File: config.mk
export PLATFORM = sky130hd
export DESIGN_NAME = serial_frame_receiver_core
export DESIGN_NICKNAME = d
export VERILOG_FILES = /design/src/hw/rtl/sfr_pkg.sv /design/src/hw/rtl/serial_frame_receiver_core.sv
export SDC_FILE = /design/constraint.sdc
export NUM_CORES = 1
export LEC_CHECK = 0
export BUFFER_PORTS_ARGS = -buffer_cell sky130_fd_sc_hd__buf_4
export CAP_MARGIN = 10
export CORE_AREA = 2 2 119 92
export CTS_CLUSTER_DIAMETER = 80
export DETAILED_ROUTE_END_ITERATION = 8
export DIE_AREA = 0 0 121 94
export GPL_ROUTABILITY_DRIVEN = 1
export PLACE_DENSITY = 0.85
export SETUP_SLACK_MARGIN = 0.05
export SLEW_MARGIN = 0
export SYNTH_ARGS = -nofsm -noshare
export SYNTH_HDL_FRONTEND = slang
export SYNTH_SLANG_ARGS = --single-unit
File: constraint.sdc
create_clock -name clk -period 10.15 [get_ports clk]
set_input_delay 0.5075 -clock clk [delete_from_list [all_inputs] [get_ports clk]]
set_output_delay 0.5075 -clock clk [all_outputs]
set_load 0.005 [all_outputs]
File: src/hw/rtl/sfr_pkg.sv
`default_nettype none

package sfr_pkg;

  localparam int unsigned ByteW = 8;
  localparam int unsigned LenW = 16;
  localparam int unsigned KindW = 2;
  localparam int unsigned StatusW = 2;
  localparam int unsigned CfgIdxW = 2;

  localparam logic [ByteW-1:0] HeadFirstReset = 8'hEB;
  localparam logic [ByteW-1:0] HeadSecondReset = 8'h90;
  localparam logic [ByteW-1:0] EndFlagReset = 8'h16;

  localparam logic [CfgIdxW-1:0] CFG_HEAD_FIRST = 2'd0;
  localparam logic [CfgIdxW-1:0] CFG_HEAD_SECOND = 2'd1;
  localparam logic [CfgIdxW-1:0] CFG_END_FLAG = 2'd2;

  localparam logic [KindW-1:0] KIND_CONTROL = 2'd0;
  localparam logic [KindW-1:0] KIND_PAYLOAD = 2'd1;
  localparam logic [KindW-1:0] KIND_STATUS = 2'd2;

  localparam logic [StatusW-1:0] STATUS_OK = 2'd0;
  localparam logic [StatusW-1:0] STATUS_BAD_END = 2'd1;
  localparam logic [StatusW-1:0] STATUS_BAD_SUM = 2'd2;

  typedef enum logic [7:0] {
    PH_HUNT  = 8'b0000_0001,
    PH_HEAD2 = 8'b0000_0010,
    PH_CTL   = 8'b0000_0100,
    PH_LENLO = 8'b0000_1000,
    PH_LENHI = 8'b0001_0000,
    PH_DATA  = 8'b0010_0000,
    PH_CSUM  = 8'b0100_0000,
    PH_END   = 8'b1000_0000
  } phase_t;

  typedef struct packed {
    logic [KindW-1:0]   kind;
    logic [ByteW-1:0]   data_byte;
    logic [StatusW-1:0] status;
    logic [LenW-1:0]    frame_length;
    logic               last;
  } result_t;

endpackage

`default_nettype wire

File: src/hw/rtl/serial_frame_receiver_core.sv
// Serial frame receiver core.
// Input channel: in_valid / in_stall carry one received byte (in_byte) per word.
// Output channel: out_valid / out_stall carry one result word: kind, data_byte,
// status, frame_length and last. Control and payload bytes go out as words of
// their own; the end flag byte closes the frame with a status word (last = 1).
// Head, length and checksum bytes produce no output word.
// Throughput: one byte per cycle while in_stall is low. Each byte is decoded in
// the cycle it is accepted and its result is registered in the single output
// register, or in the skid register while the output stalls.
// When the receiver stalls, one more result is held in a skid register; while
// the skid register is full, in_stall is high. in_stall is a register output.
// Configuration: cfg_write with cfg_index 0 (first head byte), 1 (second head
// byte), 2 (end flag byte) and cfg_data; index 3 is ignored.
// Reset (rst, synchronous, active high) returns the registers to 0xEB, 0x90
// and 0x16, clears both output stages and starts hunting for the first head.
`default_nettype none

module serial_frame_receiver_core (
  input  wire                          clk,
  input  wire                          rst,
  input  wire                          in_valid,
  output logic                         in_stall,
  input  wire  [sfr_pkg::ByteW-1:0]    in_byte,
  output logic                         out_valid,
  input  wire                          out_stall,
  output logic [sfr_pkg::KindW-1:0]    kind,
  output logic [sfr_pkg::ByteW-1:0]    data_byte,
  output logic [sfr_pkg::StatusW-1:0]  status,
  output logic [sfr_pkg::LenW-1:0]     frame_length,
  output logic                         last,
  input  wire                          cfg_write,
  input  wire  [sfr_pkg::CfgIdxW-1:0]  cfg_index,
  input  wire  [sfr_pkg::ByteW-1:0]    cfg_data
);
  import sfr_pkg::*;

  logic [ByteW-1:0] head_first;
  logic [ByteW-1:0] head_second;
  logic [ByteW-1:0] close_byte;

  phase_t           phase;
  phase_t           phase_next;
  logic [LenW-1:0]  payload_length;
  logic [LenW-1:0]  payload_length_next;
  logic [LenW-1:0]  bytes_left;
  logic [LenW-1:0]  bytes_left_next;
  logic [ByteW-1:0] running_sum;
  logic [ByteW-1:0] running_sum_next;
  logic             checksum_matched;
  logic             checksum_matched_next;

  logic             accept;
  logic             res_valid;
  result_t          res;
  logic [ByteW-1:0] sum_add;
  logic [LenW-1:0]  len_full;
  logic [LenW-1:0]  bytes_left_dec;

  result_t          out_reg;
  result_t          skid;
  logic             skid_valid;
  logic             out_take;

  assign accept = in_valid && !in_stall;
  assign out_take = out_valid && !out_stall;
  assign in_stall = skid_valid;

  assign sum_add = running_sum + in_byte;
  assign len_full = {in_byte, payload_length[ByteW-1:0]};
  assign bytes_left_dec = bytes_left - LenW'(1);

  always_ff @(posedge clk) begin
    if (rst) begin
      head_first <= HeadFirstReset;
      head_second <= HeadSecondReset;
      close_byte <= EndFlagReset;
    end else if (cfg_write) begin
      case (cfg_index)
        CFG_HEAD_FIRST:  head_first <= cfg_data;
        CFG_HEAD_SECOND: head_second <= cfg_data;
        CFG_END_FLAG:    close_byte <= cfg_data;
        default:         ;
      endcase
    end
  end

  always_comb begin
    phase_next = phase;
    payload_length_next = payload_length;
    bytes_left_next = bytes_left;
    running_sum_next = running_sum;
    checksum_matched_next = checksum_matched;
    res_valid = 1'b0;
    res = '0;
    case (phase)
      PH_HUNT: begin
        if (in_byte == head_first) begin
          running_sum_next = in_byte;
          phase_next = PH_HEAD2;
        end
      end
      PH_HEAD2: begin
        if (in_byte == head_second) begin
          running_sum_next = sum_add;
          phase_next = PH_CTL;
        end else if (in_byte == head_first) begin
          running_sum_next = in_byte;
        end else begin
          phase_next = PH_HUNT;
        end
      end
      PH_CTL: begin
        running_sum_next = sum_add;
        phase_next = PH_LENLO;
        res_valid = 1'b1;
        res.kind = KIND_CONTROL;
        res.data_byte = in_byte;
      end
      PH_LENLO: begin
        running_sum_next = sum_add;
        payload_length_next = {{(LenW-ByteW){1'b0}}, in_byte};
        phase_next = PH_LENHI;
      end
      PH_LENHI: begin
        running_sum_next = sum_add;
        payload_length_next = len_full;
        bytes_left_next = len_full;
        phase_next = (len_full == '0) ? PH_CSUM : PH_DATA;
      end
      PH_DATA: begin
        running_sum_next = sum_add;
        bytes_left_next = bytes_left_dec;
        if (bytes_left_dec == '0) phase_next = PH_CSUM;
        res_valid = 1'b1;
        res.kind = KIND_PAYLOAD;
        res.data_byte = in_byte;
      end
      PH_CSUM: begin
        checksum_matched_next = (in_byte == running_sum);
        phase_next = PH_END;
      end
      PH_END: begin
        res_valid = 1'b1;
        res.kind = KIND_STATUS;
        res.frame_length = payload_length;
        res.last = 1'b1;
        if (in_byte != close_byte) res.status = STATUS_BAD_END;
        else if (!checksum_matched) res.status = STATUS_BAD_SUM;
        else res.status = STATUS_OK;
        phase_next = PH_HUNT;
      end
      default: begin
        phase_next = PH_HUNT;
      end
    endcase
  end

  always_ff @(posedge clk) begin
    if (rst) begin
      phase <= PH_HUNT;
      payload_length <= '0;
      bytes_left <= '0;
      running_sum <= '0;
      checksum_matched <= 1'b0;
    end else if (accept) begin
      phase <= phase_next;
      payload_length <= payload_length_next;
      bytes_left <= bytes_left_next;
      running_sum <= running_sum_next;
      checksum_matched <= checksum_matched_next;
    end
  end

  always_ff @(posedge clk) begin
    if (rst) begin
      out_valid <= 1'b0;
      skid_valid <= 1'b0;
    end else if (skid_valid) begin
      if (out_take) begin
        out_reg <= skid;
        skid_valid <= 1'b0;
      end
    end else if (accept && res_valid) begin
      if (!out_valid || out_take) begin
        out_reg <= res;
        out_valid <= 1'b1;
      end else begin
        skid <= res;
        skid_valid <= 1'b1;
      end
    end else if (out_take) begin
      out_valid <= 1'b0;
    end
  end

  assign kind = out_reg.kind;
  assign data_byte = out_reg.data_byte;
  assign status = out_reg.status;
  assign frame_length = out_reg.frame_length;
  assign last = out_reg.last;

endmodule

`default_nettype wire

==> flow_summary.json <==
{
  "slew_viol_final": 0,
  "portBuffers": 53,
  "r2r_cells": 7,
  "cts_setup_buffers": 0,
  "layout_common_cells": "75 x dfxtp_1, 59 x buf_4, 58 x edfxtp_1",
  "seq_power_share_pct": 44.8,
  "peakVddDrop_uv": 119,
  "ant_nets": 0,
  "htree_num_levels": 4,
  "grt_max_degree": 58,
  "fp.dieH_um": 94,
  "initial_core_util_pct": 64.7,
  "setup_ws_ns": 6.98,
  "p_comb_share_pct": 10.3,
  "clock_skew_ns": 0.00824,
  "wl_um": 15600,
  "fin_crit_ns": 3.17,
  "drc": 0,
  "yosysSeqAreaShare_pct": 49.5,
  "grt_usage_pct": 29.1,
  "status": "finished clean",
  "pre_cts_ws_ns": 7.04,
  "finalSetupViolCount": 0,
  "synth_compound_area_share_pct": 13.2,
  "clockBufferDepth": 2,
  "endpoint": "data_byte[4]",
  "drt_iter0_drc": 484,
  "synth.area.mux_share_pct": 10.3,
  "grt_pass1_vias": 4963,
  "ys_ff_latch": 133,
  "hold_viol_final": 0,
  "period_share_pct": 31.2,
  "insertion_delay_ns": 0.42,
  "swShare_pct": 26.3,
  "fin_nets": 694,
  "cap_violations": 0,
  "synth_top_family_by_area": "simple AND/OR/NAND/NOR gates",
  "cts.clk_slew.worst_paths_ns": 0.06,
  "reg2reg_setup_slack_ns": 6.98,
  "clock_sinks": 133,
  "antenna_cells": 0,
  "slew_headroom_pct": 38.1,
  "std_cell_rows": 32,
  "p_sw_mw": 0.337,
  "setup_tns_ns": 0,
  "p_int_mw": 0.948,
  "worstPathRequired_ns": 10.23,
  "dr.pass1.iters": 6,
  "antenna_found_initial": 0,
  "ys.flop_type": "dfxtp_1",
  "syn-cell-area_mm2": 0.00656,
  "grt_overflow": 0,
  "layout-drive-gt1-share_pct": 20.3,
  "viasPerCell": 6.33,
  "gp_congestion": 0.884,
  "syn_area_per_cell_um2": 10.5,
  "post_cts_resized": 0,
  "crit_path_start": "phase[0]",
  "hold_buffers": 0,
  "synthDistinctLibCells": 69,
  "powerDensity_mw_per_mm2": 170,
  "synth_edf_count": 58,
  "vias": 5129,
  "critPathKind": "flop to flop",
  "async_flop_share_pct": 0,
  "p_leak_nw": 3.00,
  "grt_setup_unrepaired": "no",
  "hp-start": "cfg_data[1]",
  "cts_buffers": 17,
  "root_buffer": "clkbuf_16",
  "synthesis.nets": 659,
  "cts_tree": "done",
  "fmax_mhz": 316,
  "fillCellCount": 669,
  "die_w_um": 121,
  "synth-xor-area-share_pct": 4.94,
  "finalPower_mw": 1.29,
  "yosysWarnings": 0,
  "synthCells": 626,
  "regToRegEndpoint": "data_byte[4]",
  "worst_setup_path_end_kind": "flop",
  "place_hpwl_um": 10300,
  "hp-class": "primary input to flop",
  "crit_fanout": 29,
  "final_util_pct": 74.7,
  "synthSimpleGateAreaFrac_pct": 16.1,
  "die_area_mm2": 0.0114,
  "worst_pin_slew_ns": 0.926,
  "synth_adder_area_share_pct": 2.02,
  "coreArea_mm2": 0.0101,
  "startpoint_type": "flop",
  "worstReg2RegStart": "phase[0]",
  "area_growth_pct": 15.4,
  "arrival_ns": 3.24,
  "pwr-share-clk_pct": 44.9,
  "grt_first_pass_wirelength_um": 25300,
  "final_common_cell": "dfxtp_1",
  "wl_per_cell_um": 19.3,
  "pin_count": 54
}
-- how the worst min path moves through the flow --
stage,end,slack (ns),depth (start not counted)
global placement,running_sum[4],0.45,2
finish,close_byte[1],0.33,3
CTS,close_byte[1],0.32,3
global route,head_second[4],0.33,3
detailed placement,running_sum[4],0.46,2
floorplan,running_sum[2],0.44,2
-- metrics by stage --
stage               hold slack (ns)  cells  cell area [µm²]
floorplan                     0.438    626             6560
CTS                           0.319    810             7560
finish                        0.326    810             7560
detailed placement            0.456    778             7000
global route                  0.329    810             7560
global placement              0.447    778             7000
-- critical path: stages, from the launching register on --
cell	delay, ns
dfxtp_1	0.37
or4_1	0.58
nor3_1	0.18
nand3_1	0.22
inv_1	0.40
o21ai_0	0.35
a221oi_4	0.33
buf_4	0.38
-- synthesized netlist by cell type, types with 4 or more instances --
| cell type | n | area [µm²] |
|---|---|---|
| nand3_1 | 9 | 45.0 |
| o32ai_1 | 5 | 43.8 |
| mux2i_1 | 38 | 380 |
| a21oi_1 | 23 | 115 |
| a221oi_1 | 6 | 52.6 |
| clkbuf_1 | 27 | 101 |
| xor2_1 | 24 | 210 |
| mux2_2 | 26 | 293 |
| nand2_1 | 35 | 131 |
| o221ai_1 | 4 | 35.0 |
| nand4b_1 | 4 | 35.0 |
| buf_1 | 4 | 15.0 |
| buf_2 | 10 | 50.1 |
| o21ai_0 | 33 | 165 |
| nor2b_1 | 4 | 25.0 |
| nor3_1 | 12 | 60.1 |
| and2_1 | 27 | 169 |
| ha_1 | 9 | 113 |
| xnor2_1 | 13 | 114 |
| edfxtp_1 | 58 | 1740 |
| nor2_1 | 55 | 206 |
| nand4_1 | 8 | 50.1 |
| a211oi_1 | 7 | 52.6 |
| inv_1 | 17 | 63.8 |
| dfxtp_1 | 75 | 1500 |
| a22oi_1 | 13 | 97.6 |
| nor4_1 | 16 | 100 |
-- flip-flops by register name (all words and copies together), names as in the netlist, 16 cells and up --
name            cells
frame_length       16
payload_length     16
skid               29
bytes_left         16
-- layer usage --
layer	vias up	global-route usage (%)	wire length [µm]
met5	-	0	0
met2	252	45.8	7210
met4	0	10.5	291
met1	2470	39.1	6670
met3	37	7.16	1440
li1	2370	-	-
-- area by class of cell --
class                      instances  area, µm²  share of cell area, %
clock inverter                    14        110                   1.46
inverter                          19       71.3                  0.943
sequential                       133       3240                   42.9
multi-input combinational        431       3080                   40.7
clock buffer                      18        450                   5.95
timing repair buffer              59        443                   5.86
tap                              136        170                   2.25
-- power by group through the flow --
stage / Sequential [mW] / Combinational, mW / Clock (mW)
floorplan: 0.584 / 0.0975 / 0
global placement: 0.586 / 0.126 / 0
detailed placement: 0.587 / 0.128 / 0
CTS: 0.576 / 0.130 / 0.580
global route: 0.577 / 0.143 / 0.607
finish: 0.576 / 0.132 / 0.577
-- cells by family (layout without fill, tap and decap cells) --
logic type      count (synthesis)  in the layout
flops                         133            133
fa+ha+maj                      10             10
simple gates                  197            197
buf+inv                        62            110
xor+xnor                       37             37
mux                            64             64
compound gates                123            123
Note: power is estimated with default switching activity, not from simulation.
